## config.mk

```make
export PLATFORM = sky130hd
export DESIGN_NAME = framed_gradient_rect_blender_top
export DESIGN_NICKNAME = d
export VERILOG_FILES = /design/src/fgrb_pkg.sv /design/src/fgrb_front.sv /design/src/fgrb_queue.sv /design/src/fgrb_div.sv /design/src/fgrb_back.sv /design/src/framed_gradient_rect_blender_top.sv
export SDC_FILE = /design/constraint.sdc
export NUM_CORES = 2
export LEC_CHECK = 0
export ABC_AREA = 1
export BUFFER_PORTS_ARGS = -buffer_cell sky130_fd_sc_hd__buf_2
export CAP_MARGIN = 40
export CORE_AREA = 8 8 279 281
export DETAILED_ROUTE_END_ITERATION = 8
export DIE_AREA = 0 0 287 289
export PLACE_DENSITY = 0.84
export SYNTH_ARGS = -nofsm -noshare
export SYNTH_HDL_FRONTEND = slang
export SYNTH_SLANG_ARGS = --single-unit
```

## constraint.sdc

```tcl
create_clock -name clk_i -period 23.5 [get_ports clk_i]
set_input_delay 1.175 -clock clk_i [delete_from_list [all_inputs] [get_ports clk_i]]
set_output_delay 1.175 -clock clk_i [all_outputs]
set_load 0.02 [all_outputs]
```

## src/fgrb_pkg.sv

```systemverilog
// shared types, constants and codes of the framed gradient rectangle blender
package fgrb_pkg;

  // largest rectangle side in pixels
  localparam int MAX_DIM = 4096;
  localparam int DIM_W   = $clog2(MAX_DIM);
  // width of a dimension register
  localparam int CFG_W   = 13;
  // compare width wide enough for a counter plus a dimension register
  localparam int CMP_W   = ((CFG_W > DIM_W) ? CFG_W : DIM_W) + 2;
  // gradient_step times position
  localparam int PROD_W  = 8 + DIM_W;
  // gradient divisor, at most 8191 / 255 = 32
  localparam int DIVR_W  = 6;
  // decoupling queue between front and back
  localparam int QUEUE_DEPTH = 2;

  // register indexes
  localparam logic [2:0] REG_FRAME_PIXEL   = 3'd0;
  localparam logic [2:0] REG_FILL_PIXEL    = 3'd1;
  localparam logic [2:0] REG_FILL_STYLE    = 3'd2;
  localparam logic [2:0] REG_GRADIENT_STEP = 3'd3;
  localparam logic [2:0] REG_RECT_WIDTH    = 3'd4;
  localparam logic [2:0] REG_RECT_HEIGHT   = 3'd5;
  localparam logic [2:0] REG_FRAME_WIDTH   = 3'd6;
  localparam logic [2:0] REG_GRADIENT_SPAN = 3'd7;

  // fill styles
  localparam logic [2:0] STYLE_FLAT   = 3'd0;
  localparam logic [2:0] STYLE_VERT   = 3'd1;
  localparam logic [2:0] STYLE_VREV   = 3'd2;
  localparam logic [2:0] STYLE_HORZ   = 3'd3;
  localparam logic [2:0] STYLE_HREV   = 3'd4;

  // full opacity in percent and channel maximum
  localparam logic [7:0] PCT_FULL = 8'd100;
  localparam logic [7:0] PIX_MAX  = 8'd255;

  typedef struct packed {
    logic [7:0] bg_red;
    logic [7:0] bg_green;
    logic [7:0] bg_blue;
  } pix_in_t;

  typedef struct packed {
    logic [7:0] out_red;
    logic [7:0] out_green;
    logic [7:0] out_blue;
    logic       last_pixel;
    logic       setting_error;
  } pix_out_t;

  typedef struct packed {
    logic [31:0]      frame_pixel;
    logic [31:0]      fill_pixel;
    logic [2:0]       fill_style;
    logic [7:0]       gradient_step;
    logic [CFG_W-1:0] rect_width;
    logic [CFG_W-1:0] rect_height;
    logic [CFG_W-1:0] frame_width;
    logic [CFG_W-1:0] gradient_span;
  } cfg_t;

  // classified pixel handed from front to back
  typedef struct packed {
    pix_in_t          bg;
    logic             frame;
    logic             last;
    logic [DIM_W-1:0] pos;
  } work_t;

  typedef struct packed {
    logic              start;
    logic [PROD_W-1:0] dividend;
    logic [DIVR_W-1:0] divisor;
  } div_req_t;

  typedef struct packed {
    logic              busy;
    logic              done;
    logic [PROD_W-1:0] quotient;
  } div_resp_t;

endpackage

```

## src/fgrb_front.sv

```systemverilog
// front end: pixel acceptance, row and column counters, frame classification
module fgrb_front (
  input  logic             clk_i,
  input  logic             rst_ni,
  input  fgrb_pkg::cfg_t   cfg_i,
  input  logic             in_valid_i,
  output logic             in_ready_o,
  input  fgrb_pkg::pix_in_t in_data_i,
  input  logic             full_i,
  output logic             push_o,
  output fgrb_pkg::work_t  work_o
);
  import fgrb_pkg::*;

  logic [DIM_W-1:0] row_q, row_d, col_q, col_d;
  logic [CMP_W-1:0] w, h, fw, row_e, col_e;
  logic             frame, last, col_wrap;
  logic [DIM_W-1:0] pos;

  // zero reads as one, oversize reads as the maximum
  function automatic logic [CMP_W-1:0] clamp_dim(input logic [CFG_W-1:0] v);
    logic [CMP_W-1:0] ve;
    ve = CMP_W'(v);
    if (ve == '0) begin
      return CMP_W'(1);
    end else if (ve > CMP_W'(MAX_DIM)) begin
      return CMP_W'(MAX_DIM);
    end
    return ve;
  endfunction

  assign in_ready_o = !full_i;
  assign push_o     = in_valid_i && !full_i;

  // classification of the current position
  always_comb begin
    w     = clamp_dim(cfg_i.rect_width);
    h     = clamp_dim(cfg_i.rect_height);
    fw    = CMP_W'(cfg_i.frame_width);
    row_e = CMP_W'(row_q);
    col_e = CMP_W'(col_q);
    frame = (row_e < fw) || (row_e + fw >= h) || (col_e < fw) || (col_e + fw >= w);
    unique case (cfg_i.fill_style)
      STYLE_VERT: pos = row_q;
      STYLE_VREV: pos = (h > row_e) ? DIM_W'(h - row_e - CMP_W'(1)) : '0;
      STYLE_HORZ: pos = col_q;
      STYLE_HREV: pos = (w > col_e) ? DIM_W'(w - col_e - CMP_W'(1)) : '0;
      default:    pos = '0;
    endcase
    col_wrap = (col_e + CMP_W'(1) >= w);
    last     = col_wrap && (row_e + CMP_W'(1) >= h);
  end

  // raster advance on each transfer
  always_comb begin
    row_d = row_q;
    col_d = col_q;
    if (push_o) begin
      if (col_wrap) begin
        col_d = '0;
        row_d = last ? '0 : row_q + 1'b1;
      end else begin
        col_d = col_q + 1'b1;
      end
    end
  end

  always_ff @(posedge clk_i or negedge rst_ni) begin
    if (!rst_ni) begin
      row_q <= '0;
      col_q <= '0;
    end else begin
      row_q <= row_d;
      col_q <= col_d;
    end
  end

  assign work_o.bg    = in_data_i;
  assign work_o.frame = frame;
  assign work_o.last  = last;
  assign work_o.pos   = pos;

endmodule

```

## src/fgrb_queue.sv

```systemverilog
// short queue of classified pixels between front and back
module fgrb_queue (
  input  logic            clk_i,
  input  logic            rst_ni,
  input  logic            push_i,
  input  fgrb_pkg::work_t data_i,
  output logic            full_o,
  input  logic            pop_i,
  output fgrb_pkg::work_t data_o,
  output logic            empty_o
);
  import fgrb_pkg::*;

  localparam int PTR_W = (QUEUE_DEPTH > 1) ? $clog2(QUEUE_DEPTH) : 1;

  work_t            mem_q [QUEUE_DEPTH];
  logic [PTR_W-1:0] wr_q, rd_q;
  logic [PTR_W:0]   cnt_q;

  assign full_o  = (cnt_q == (PTR_W+1)'(QUEUE_DEPTH));
  assign empty_o = (cnt_q == '0);
  assign data_o  = mem_q[rd_q];

  // entry storage
  always_ff @(posedge clk_i) begin
    if (push_i) begin
      mem_q[wr_q] <= data_i;
    end
  end

  // pointers and fill count
  always_ff @(posedge clk_i or negedge rst_ni) begin
    if (!rst_ni) begin
      wr_q  <= '0;
      rd_q  <= '0;
      cnt_q <= '0;
    end else begin
      if (push_i) begin
        wr_q <= (wr_q == PTR_W'(QUEUE_DEPTH - 1)) ? '0 : wr_q + 1'b1;
      end
      if (pop_i) begin
        rd_q <= (rd_q == PTR_W'(QUEUE_DEPTH - 1)) ? '0 : rd_q + 1'b1;
      end
      if (push_i && !pop_i) begin
        cnt_q <= cnt_q + 1'b1;
      end else if (pop_i && !push_i) begin
        cnt_q <= cnt_q - 1'b1;
      end
    end
  end

  a_count_bound: assert property (@(posedge clk_i) disable iff (!rst_ni)
    cnt_q <= (PTR_W+1)'(QUEUE_DEPTH))
    else $error("queue fill count beyond depth");

  a_no_underflow: assert property (@(posedge clk_i) disable iff (!rst_ni)
    pop_i |-> (cnt_q != '0))
    else $error("queue pop while empty");

  a_push_count: assert property (@(posedge clk_i) disable iff (!rst_ni)
    (push_i && !pop_i) |=> cnt_q == $past(cnt_q) + 1'b1)
    else $error("queue count missed a transfer");

endmodule

```

## src/fgrb_div.sv

```systemverilog
// iterative restoring divider, one quotient bit per cycle
module fgrb_div (
  input  logic                clk_i,
  input  logic                rst_ni,
  input  fgrb_pkg::div_req_t  req_i,
  output fgrb_pkg::div_resp_t resp_o
);
  import fgrb_pkg::*;

  localparam int CNT_W = $clog2(PROD_W + 1);

  logic [PROD_W-1:0] quo_q;
  logic [DIVR_W-1:0] rem_q, dsr_q;
  logic [CNT_W-1:0]  cnt_q;
  logic              busy_q, done_q;
  logic [DIVR_W:0]   trial;
  logic              qbit;
  logic [DIVR_W-1:0] rem_next;

  // one shift and subtract step
  always_comb begin
    trial    = {rem_q, quo_q[PROD_W-1]};
    qbit     = (trial >= {1'b0, dsr_q});
    rem_next = qbit ? DIVR_W'(trial - {1'b0, dsr_q}) : DIVR_W'(trial);
  end

  always_ff @(posedge clk_i) begin
    if (req_i.start) begin
      quo_q <= req_i.dividend;
      rem_q <= '0;
      dsr_q <= req_i.divisor;
    end else if (busy_q) begin
      quo_q <= {quo_q[PROD_W-2:0], qbit};
      rem_q <= rem_next;
    end
  end

  always_ff @(posedge clk_i or negedge rst_ni) begin
    if (!rst_ni) begin
      busy_q <= 1'b0;
      done_q <= 1'b0;
      cnt_q  <= '0;
    end else begin
      done_q <= busy_q && (cnt_q == CNT_W'(1));
      if (req_i.start) begin
        busy_q <= 1'b1;
        cnt_q  <= CNT_W'(PROD_W);
      end else if (busy_q) begin
        cnt_q <= cnt_q - 1'b1;
        if (cnt_q == CNT_W'(1)) begin
          busy_q <= 1'b0;
        end
      end
    end
  end

  assign resp_o.busy     = busy_q;
  assign resp_o.done     = done_q;
  assign resp_o.quotient = quo_q;

endmodule

```

## src/fgrb_back.sv

```systemverilog
// back end: gradient, color selection, blending and output register
module fgrb_back (
  input  logic               clk_i,
  input  logic               rst_ni,
  input  fgrb_pkg::cfg_t     cfg_i,
  input  logic               empty_i,
  input  fgrb_pkg::work_t    work_i,
  output logic               pop_o,
  output logic               out_valid_o,
  input  logic               out_ready_i,
  output fgrb_pkg::pix_out_t out_data_o
);
  import fgrb_pkg::*;

  localparam logic [2:0] ST_IDLE  = 3'd0;
  localparam logic [2:0] ST_GRAD  = 3'd1;
  localparam logic [2:0] ST_DIV   = 3'd2;
  localparam logic [2:0] ST_SUM   = 3'd3;
  localparam logic [2:0] ST_BLEND = 3'd4;

  // x / 100 as (x * 5243) >> 19, exact for x up to 25500
  localparam int SUM_W       = 15;
  localparam int RCP_W       = 13;
  localparam int BLEND_RCP   = 5243;
  localparam int BLEND_SHIFT = 19;

  logic [2:0]              state_q, state_d;
  work_t                   item_q;
  logic [PROD_W-1:0]       grad_q;
  logic [SUM_W-1:0]        sum_q [3];
  logic [SUM_W-1:0]        sum_d [3];
  pix_out_t                out_q, res;
  logic                    out_valid_q;
  div_req_t                div_req;
  div_resp_t               div_resp;
  logic [7:0]              frame_t, fill_t;
  logic                    err, need_grad, load_out;
  logic [CFG_W:0]          span_e;
  logic [DIVR_W-1:0]       span_q6, divisor;
  logic [6:0]              alpha, alpha_n;
  logic [7:0]              bg_ch [3];
  logic [7:0]              frame_ch [3];
  logic [7:0]              fill_ch [3];
  logic [7:0]              col_ch [3];
  logic [7:0]              blend_ch [3];
  logic [PROD_W:0]         sat_sum [3];
  logic [SUM_W+RCP_W-1:0]  scaled [3];

  // settings checks and gradient divisor
  always_comb begin
    frame_t = cfg_i.frame_pixel[31:24];
    fill_t  = cfg_i.fill_pixel[31:24];
    err     = (frame_t > PCT_FULL) || (fill_t > PCT_FULL) || (cfg_i.fill_style > STYLE_HREV);
    span_e  = (CFG_W+1)'(cfg_i.gradient_span) + (CFG_W+1)'(cfg_i.gradient_span[CFG_W-1:8])
            + (CFG_W+1)'(1);
    span_q6 = DIVR_W'(span_e[CFG_W:8]);
    divisor = (span_q6 == '0) ? DIVR_W'(1) : span_q6;
    need_grad = !err && !item_q.frame && (cfg_i.fill_style != STYLE_FLAT);
  end

  // per channel color choice and blend
  always_comb begin
    bg_ch[0]    = item_q.bg.bg_blue;
    bg_ch[1]    = item_q.bg.bg_green;
    bg_ch[2]    = item_q.bg.bg_red;
    alpha       = item_q.frame ? 7'(PCT_FULL - frame_t) : 7'(PCT_FULL - fill_t);
    alpha_n     = 7'(PCT_FULL) - alpha;
    for (int i = 0; i < 3; i++) begin
      frame_ch[i] = cfg_i.frame_pixel[8*i +: 8];
      fill_ch[i]  = cfg_i.fill_pixel[8*i +: 8];
      sat_sum[i]  = (PROD_W+1)'(fill_ch[i]) + (PROD_W+1)'(grad_q);
      col_ch[i]   = item_q.frame ? frame_ch[i]
                  : ((sat_sum[i] > (PROD_W+1)'(PIX_MAX)) ? PIX_MAX : sat_sum[i][7:0]);
      sum_d[i]    = SUM_W'(bg_ch[i]) * SUM_W'(alpha_n) + SUM_W'(col_ch[i]) * SUM_W'(alpha);
      scaled[i]   = (SUM_W+RCP_W)'(sum_q[i]) * (SUM_W+RCP_W)'(BLEND_RCP);
      blend_ch[i] = scaled[i][BLEND_SHIFT +: 8];
    end
    res.out_blue      = err ? bg_ch[0] : blend_ch[0];
    res.out_green     = err ? bg_ch[1] : blend_ch[1];
    res.out_red       = err ? bg_ch[2] : blend_ch[2];
    res.last_pixel    = item_q.last;
    res.setting_error = err;
  end

  // gradient divider
  assign div_req.start    = (state_q == ST_GRAD) && need_grad;
  assign div_req.dividend = PROD_W'(cfg_i.gradient_step) * PROD_W'(item_q.pos);
  assign div_req.divisor  = divisor;

  fgrb_div u_div (
    .clk_i  (clk_i),
    .rst_ni (rst_ni),
    .req_i  (div_req),
    .resp_o (div_resp)
  );

  assign pop_o    = (state_q == ST_IDLE) && !empty_i;
  assign load_out = (state_q == ST_BLEND) && (!out_valid_q || out_ready_i);

  // sequencer
  always_comb begin
    state_d = state_q;
    unique case (state_q)
      ST_IDLE:  if (!empty_i) state_d = ST_GRAD;
      ST_GRAD:  state_d = need_grad ? ST_DIV : ST_SUM;
      ST_DIV:   if (div_resp.done) state_d = ST_SUM;
      ST_SUM:   state_d = ST_BLEND;
      ST_BLEND: if (load_out) state_d = ST_IDLE;
      default:  state_d = ST_IDLE;
    endcase
  end

  // datapath registers
  always_ff @(posedge clk_i) begin
    if (pop_o) begin
      item_q <= work_i;
    end
    if ((state_q == ST_GRAD) && !need_grad) begin
      grad_q <= '0;
    end else if ((state_q == ST_DIV) && div_resp.done) begin
      grad_q <= div_resp.quotient;
    end
    if (state_q == ST_SUM) begin
      for (int i = 0; i < 3; i++) begin
        sum_q[i] <= sum_d[i];
      end
    end
    if (load_out) begin
      out_q <= res;
    end
  end

  always_ff @(posedge clk_i or negedge rst_ni) begin
    if (!rst_ni) begin
      state_q     <= ST_IDLE;
      out_valid_q <= 1'b0;
    end else begin
      state_q <= state_d;
      if (load_out) begin
        out_valid_q <= 1'b1;
      end else if (out_ready_i) begin
        out_valid_q <= 1'b0;
      end
    end
  end

  assign out_valid_o = out_valid_q;
  assign out_data_o  = out_q;

  a_div_done_in_div: assert property (@(posedge clk_i) disable iff (!rst_ni)
    div_resp.done |-> state_q == ST_DIV)
    else $error("divider finished outside its wait state");

  a_error_passthru: assert property (@(posedge clk_i) disable iff (!rst_ni)
    (load_out && err) |=> (out_q.out_blue == $past(item_q.bg.bg_blue)) &&
                          (out_q.out_green == $past(item_q.bg.bg_green)) &&
                          (out_q.out_red == $past(item_q.bg.bg_red)))
    else $error("invalid settings did not pass the background through");

endmodule

```

## src/framed_gradient_rect_blender_top.sv

```systemverilog
// top level of the framed gradient rectangle blender with its register file
//
// Usage: software clips the rectangle, writes the eight registers through the
// cfg_we_i / cfg_index_i / cfg_wdata_i port while the block is idle, then
// streams the rectangle's background pixels in raster order on the input
// channel (valid/ready). Each input transfer yields one blended pixel on the
// output channel (valid/ready); last_pixel marks the final pixel of the
// rectangle and setting_error flags invalid transparency or fill style.
// An input pixel passes through the queue and then the back end's idle,
// gradient, sum and blend states into the output register; for gradient
// interior pixels the one-bit-per-cycle divider of the gradient term holds the
// back end in its divide state between gradient and sum. The back end handles
// one pixel at a time. A two-entry queue lets the front accept pixels while
// the back works.
// Reset clears the row and column counters, the queue and the output valid
// flag and loads the register reset values (width and height 1, span 255).
// When the receiver stalls, the result holds in the output register, the
// back end waits with the next result, and the queue fills before input
// ready drops.
module framed_gradient_rect_blender_top (
  input  logic               clk_i,
  input  logic               rst_ni,
  input  logic               in_valid_i,
  output logic               in_ready_o,
  input  fgrb_pkg::pix_in_t  in_data_i,
  output logic               out_valid_o,
  input  logic               out_ready_i,
  output fgrb_pkg::pix_out_t out_data_o,
  input  logic               cfg_we_i,
  input  logic [2:0]         cfg_index_i,
  input  logic [31:0]        cfg_wdata_i
);
  import fgrb_pkg::*;

  cfg_t  cfg_q;
  work_t push_data, pop_data;
  logic  push, pop, full, empty;

  // configuration registers
  always_ff @(posedge clk_i or negedge rst_ni) begin
    if (!rst_ni) begin
      cfg_q.frame_pixel   <= '0;
      cfg_q.fill_pixel    <= '0;
      cfg_q.fill_style    <= STYLE_FLAT;
      cfg_q.gradient_step <= '0;
      cfg_q.rect_width    <= CFG_W'(1);
      cfg_q.rect_height   <= CFG_W'(1);
      cfg_q.frame_width   <= '0;
      cfg_q.gradient_span <= CFG_W'(PIX_MAX);
    end else if (cfg_we_i) begin
      unique case (cfg_index_i)
        REG_FRAME_PIXEL:   cfg_q.frame_pixel   <= cfg_wdata_i;
        REG_FILL_PIXEL:    cfg_q.fill_pixel    <= cfg_wdata_i;
        REG_FILL_STYLE:    cfg_q.fill_style    <= cfg_wdata_i[2:0];
        REG_GRADIENT_STEP: cfg_q.gradient_step <= cfg_wdata_i[7:0];
        REG_RECT_WIDTH:    cfg_q.rect_width    <= cfg_wdata_i[CFG_W-1:0];
        REG_RECT_HEIGHT:   cfg_q.rect_height   <= cfg_wdata_i[CFG_W-1:0];
        REG_FRAME_WIDTH:   cfg_q.frame_width   <= cfg_wdata_i[CFG_W-1:0];
        REG_GRADIENT_SPAN: cfg_q.gradient_span <= cfg_wdata_i[CFG_W-1:0];
      endcase
    end
  end

  fgrb_front u_front (
    .clk_i      (clk_i),
    .rst_ni     (rst_ni),
    .cfg_i      (cfg_q),
    .in_valid_i (in_valid_i),
    .in_ready_o (in_ready_o),
    .in_data_i  (in_data_i),
    .full_i     (full),
    .push_o     (push),
    .work_o     (push_data)
  );

  fgrb_queue u_queue (
    .clk_i   (clk_i),
    .rst_ni  (rst_ni),
    .push_i  (push),
    .data_i  (push_data),
    .full_o  (full),
    .pop_i   (pop),
    .data_o  (pop_data),
    .empty_o (empty)
  );

  fgrb_back u_back (
    .clk_i       (clk_i),
    .rst_ni      (rst_ni),
    .cfg_i       (cfg_q),
    .empty_i     (empty),
    .work_i      (pop_data),
    .pop_o       (pop),
    .out_valid_o (out_valid_o),
    .out_ready_i (out_ready_i),
    .out_data_o  (out_data_o)
  );

endmodule
```

Word-level counts from Yosys, hierarchy flattened. Memory sizes are Yosys's and may differ from the RTL's. A register that Yosys moved wholly into a read port is not among the register bits. Cells that the tools add are included.

Logic and storage cells: 197. RAM bits: 121. Memories: 2. Input bits: 64. Output and inout port bits: 28. Flip-flop bits (word level): 244.

$lt $le $gt $ge: 17. Multiply operators: 10. Reduce and logical (&&, ||, !) cells: 46. Multiplexer cells: 48. Eq/ne operators: 20. Add/subtract/negate cells: 27.

Memories: u_queue.mem_q (words 2, width 38, rd ports 1, clocked after memory_dff 1, wr ports 1, RTL line fgrb_queue.sv:16) `work_t mem_q [QUEUE_DEPTH];`; u_back.sum_q (words 3, width 15, rd ports 3, clocked after memory_dff 0, wr ports 3, RTL line fgrb_back.sv:30) `logic [SUM_W-1:0] sum_q [3];`.

Operator list (number): 8-bit by 7-bit multiplier with 15-bit output (6); 15-bit 2-to-1 mux (6); 15-bit by 13-bit multiplier with 27-bit output (second input constant) (3); 8-bit 2-to-1 mux (9); 8-bit by 20-bit adder with 21-bit output (3); 21-bit by 8-bit greater-than comparator with 1-bit output (second input constant) (3); 12-bit 2-to-1 mux (4); 12-bit one-hot mux with 4 select lines (1); 15-bit adder (3); 20-bit 2-to-1 mux (2); 13-bit by 15-bit >= comparator with 1-bit output (2); 14-bit by 15-bit >= comparator with 1-bit output (2); 15-bit by 12-bit greater-than comparator with 1-bit output (2); 12-bit by 13-bit adder with 14-bit output (2); 12-bit by 1-bit adder with 13-bit output (second input constant) (2); 13-bit greater-than comparator (second input constant) (2); 13-bit logical NOT (2); 12-bit by 13-bit < comparator with 1-bit output (2); 12-bit by 1-bit adder with 12-bit output (second input constant) (2); 12-bit by 1-bit subtractor with 12-bit output (second input constant) (2); 12-bit subtractor (2); 7-bit subtractor (first input constant) (3); 8-bit by 12-bit multiplier with 20-bit output (1); 3-bit by 2-bit == test with 1-bit output (second input constant) (6); other kinds (33) (96).

Depth between registers and ports, before layout.
Word-level depth: 8. Gate-level depth with buffers: 35. Depth with buffers taken out: 35.

Hierarchy. From an unflattened synthesis, not the netlist that was laid out.

Cells, all modules: 6132. Area, all modules: 50362.1 µm².

By module, submodules not included: fgrb_back (sequential area each 3773.6 µm², instances 1, area each 33658.5 µm², cells each 4103); fgrb_front (sequential area each 600.6 µm², instances 1, area each 6723.9 µm², cells each 1094); framed_gradient_rect_blender_top (sequential area each 3190.6 µm², instances 1, area each 4983.5 µm², cells each 567); fgrb_queue (sequential area each 2382.3 µm², instances 1, area each 2995.4 µm², cells each 143); fgrb_div (sequential area each 1076.0 µm², instances 1, area each 2000.7 µm², cells each 225).

Worst setup path before layout. Ideal clock, no wire load.

Path kind: reg2reg. Start: reg u_back.item_q[13] (netlist name). End: mem u_back.sum_q[0][12] (data pin). Setup time: 0.265 ns. Stages on the path, launching flop included: 33. Setup slack: 16.045 ns. Required time: 23.235 ns. Path buffers: 3. Arrival time: 7.190 ns. Clock period less this slack: 7.455 ns. Cell sequence: edfxtp_1 buf_6 o21ai_1 inv_2 buf_1 ha_1 inv_1 nand2_2 nand2_1 xor2_2 inv_2 or2_4 nand2_4 inv_2 buf_2 nand2_1 fa_1 fa_1 fa_1 inv_1 fa_1 inv_1 fa_1 fa_1 inv_1 ha_1 nand2_1 a31oi_1 nor2_1 o21ai_0 a21boi_0 o21ai_0 xor2_1.

RTL lines (RTL line): end, declared (fgrb_back.sv:30).

==> metrics.md <==
| Metric | Value |
|---|---|
| Status | finished, final reports clean |
| Worst-Margin Slew | 0.961 ns |
| Wire per inst | 19.3 um |
| Antenna Nets Post-Route | 0 |
| Synthesized flop and latch total | 403 |
| Mapped Cells | 5806 |
| Most frequent cells in the layout | inv_1, nand2_1, ha_1 |
| Port Buffers | 91 |
| Vias in the first global route | 40800 |
| Worst-Skew Late Latency | 0.62 ns |
| CTS tree | done |
| Area occupied by multi-input gates | 0.0326 mm^2 |
| Max-cap violations | 0 |
| Die W | 287 um |
| TNS Setup | 0 ns |
| Main synth FF type | edfxtp_1 |
| Residual DRC | 0 |
| Tcrit/Tclk final | 38.2% |
| CTS Buffer Depth | 3 |
| Syn nets | 7062 |
| Internal reg-to-reg setup slack | 14.51 ns |
| Aggregate global-route resource usage | 32.3% |
| CP Max Fanout | 36 |
| Post-CTS Resized | 0 |
| Worst Path Arrival | 9.31 ns |
| Top cell by count, worst path | fa_1 |
| Worst Reg-to-Reg Cells | 27 |
| Root buf cell | clkbuf_16 |
| Worst path top cell family by delay | adder cells |
| CP max-delay cell | inv_1 |
| Largest net degree at the start of global routing | 72 |
| CTS Sinks | 403 |
| Vias | 39700 |
| Die height | 289 um |
| Setup Crit Path Kind | flip-flop to flip-flop |
| Setup Skew | 0.0350 ns |
| Starting density of the core | 66.1% |
| Slew margin rel. | 35.9% |
| CTS Buf Count | 46 |
| Total core area | 0.0736 mm^2 |
| Mapped cell area | 0.0487 mm^2 |
| RSZ-0062 raised after global routing | false |
| Area grow syn2layout | 6.63% |
| Slowest cell delay on critical path | 0.72 ns |
| First-iteration detailed-routing DRC count | 3481 |
| WL final | 133 mm |
| Avg Inst Size Synth | 8.38 um^2 |
| FF-to-FF End | u_back.sum_q[0][42] |
| Req. time, crit path | 23.82 ns |
| Fin util | 70.5% |
| Postcts setup bufs | 0 |
| Final Hold Fails | 0 |
| I/O pins | 92 |
| CTS H-Tree Depth | 2 |
| Register area | 0.0110 mm^2 |
| Distinct cells, synth | 66 |
| Clock-pin slew on the worst setup and hold paths | 0.06 ns |
| Endpoint class of the critical path | flip-flop |
| Worst Path Buf+Inv | 7 |
| Crit start category | flip-flop |
| Async SR Flop Fraction | 41.2% |
| Vias per std cell | 5.79 |
| First-pass GRT wire length | 213 mm |
| HP Class | input pin to asynchronous set/reset pin |
| DP HPWL | 108 mm |
| DR pass1 iterations | 7 |
| Grt total ovfl | 0 |
| Layout fillers | 5690 |
| Share of cells above drive strength 1 | 4.97% |
| Sequential element share of the synthesized area | 22.7% |
| F_max | 111 MHz |
| Initial antenna violation count | 0 |
| Die area | 0.0829 mm^2 |
| Number of setup violations in the final report | 0 |
| GPL Wtd Cong | 1.01 |
| Post-synth EDFFs | 211 |
| Minimum clock period | 8.99 ns |
| Post-Place Cells | 6781 |
| Row count | 100 |
| Yosys warnings | 0 |
| Post-Layout Cell Count | 6868 |
| Ant. Diodes | 0 |
| Max Slew Vio Count | 0 |
| Worst r2r src | u_back.item_q[13] |
| Commonest non-fill, non-tap cell in the layout | inv_1 |
| NumNets Final | 7117 |
| Hold Buf Count CTS | 0 |
state kept, by name, indices dropped and copies added (netlist names):
name                 flops
u_back.u_div.rem_q       6
u_queue.mem_q           76
u_queue.cnt_q            2
u_queue.rd_q             1
u_back.out_data_o       26
u_back.grad_q           20
u_back.u_div.quo_q      20
u_front.col_q           12
u_back.u_div.done_q      1
u_back.u_div.busy_q      1
u_front.row_q           12
u_queue.wr_q             1
u_back.u_div.cnt_q       5
cfg_q                  127
u_back.u_div.dsr_q       6
u_back.state_q           3
u_back.sum_q            45
u_back.bg_ch            24
u_back.item_q           14
u_back.out_valid_o       1
metrics by stage:
step                hold slack (ns)  cell area [um^2]  worst slack, ns
floorplan                     0.400             48700            16.04
global placement              0.429             50100            14.79
detailed placement            0.426             50200            14.53
CTS                           0.393             51900            14.34
global route                  0.400             51900            14.14
finish                        0.396             51900            14.51
final cells by class:
class | count | share of cell area, %
clock inverter | 28 | 0.714
timing repair buffer | 118 | 1.47
clock buffer | 58 | 2.52
sequential | 403 | 21.2
tap | 969 | 2.34
multi-input combinational | 4077 | 62.9
inverter | 1215 | 8.80
synth_stat cells, types with 17 or more instances:
master	number	share of area (%)
o21bai_1	24	0.37
nand4_1	73	0.94
xor2_1	115	2.1
dfrtp_1	156	8.0
nand3_1	336	3.5
o21ai_0	272	2.8
ha_1	680	17
nand2_1	1131	8.7
fa_1	512	21
a21oi_1	224	2.3
or2_2	37	0.48
nor2_1	404	3.1
inv_1	1203	9.3
nor3_1	46	0.47
dfxtp_1	26	1.1
xnor2_1	41	0.74
nor4_1	23	0.30
clkbuf_1	91	0.70
a21o_1	17	0.26
edfxtp_1	211	13
per-layer routing:
metal | share of wire [%] | global-route usage (%) | wire length [um]
met1 | 38 | 39.5 | 50900
met2 | 47 | 54.4 | 62900
met3 | 8.8 | 6.91 | 11600
met4 | 5.5 | 15.3 | 7310
met5 | 0 | 0 | 0
how the worst max path moves through the flow:
stage | slack, ns | startpoint | end | depth (start not counted)
detailed placement | 14.53 | u_back.item_q[13] | u_back.sum_q[0][43] | 30
global placement | 14.79 | u_back.item_q[13] | u_back.sum_q[0][43] | 30
finish | 14.51 | u_back.item_q[13] | u_back.sum_q[0][42] | 27
global route | 14.14 | u_back.item_q[13] | u_back.sum_q[0][42] | 27
floorplan | 16.04 | u_back.item_q[13] | u_back.sum_q[0][12] | 32
CTS | 14.34 | u_back.item_q[13] | u_back.sum_q[0][42] | 28
kinds of logic after synthesis:
group	synth area share [%]
adders and majority gates	38.5
DFF	22.7
muxes	0.0206
xor gates and xnor gates	3.04
buffers and inverters	10.3
AOI/OAI and AO/OA	7.18
and+or+nand+nor	18.2
Power is left out: the tool's default activity adds up to more than one toggle a clock period on the data nets, which glitch-free logic cannot reach.
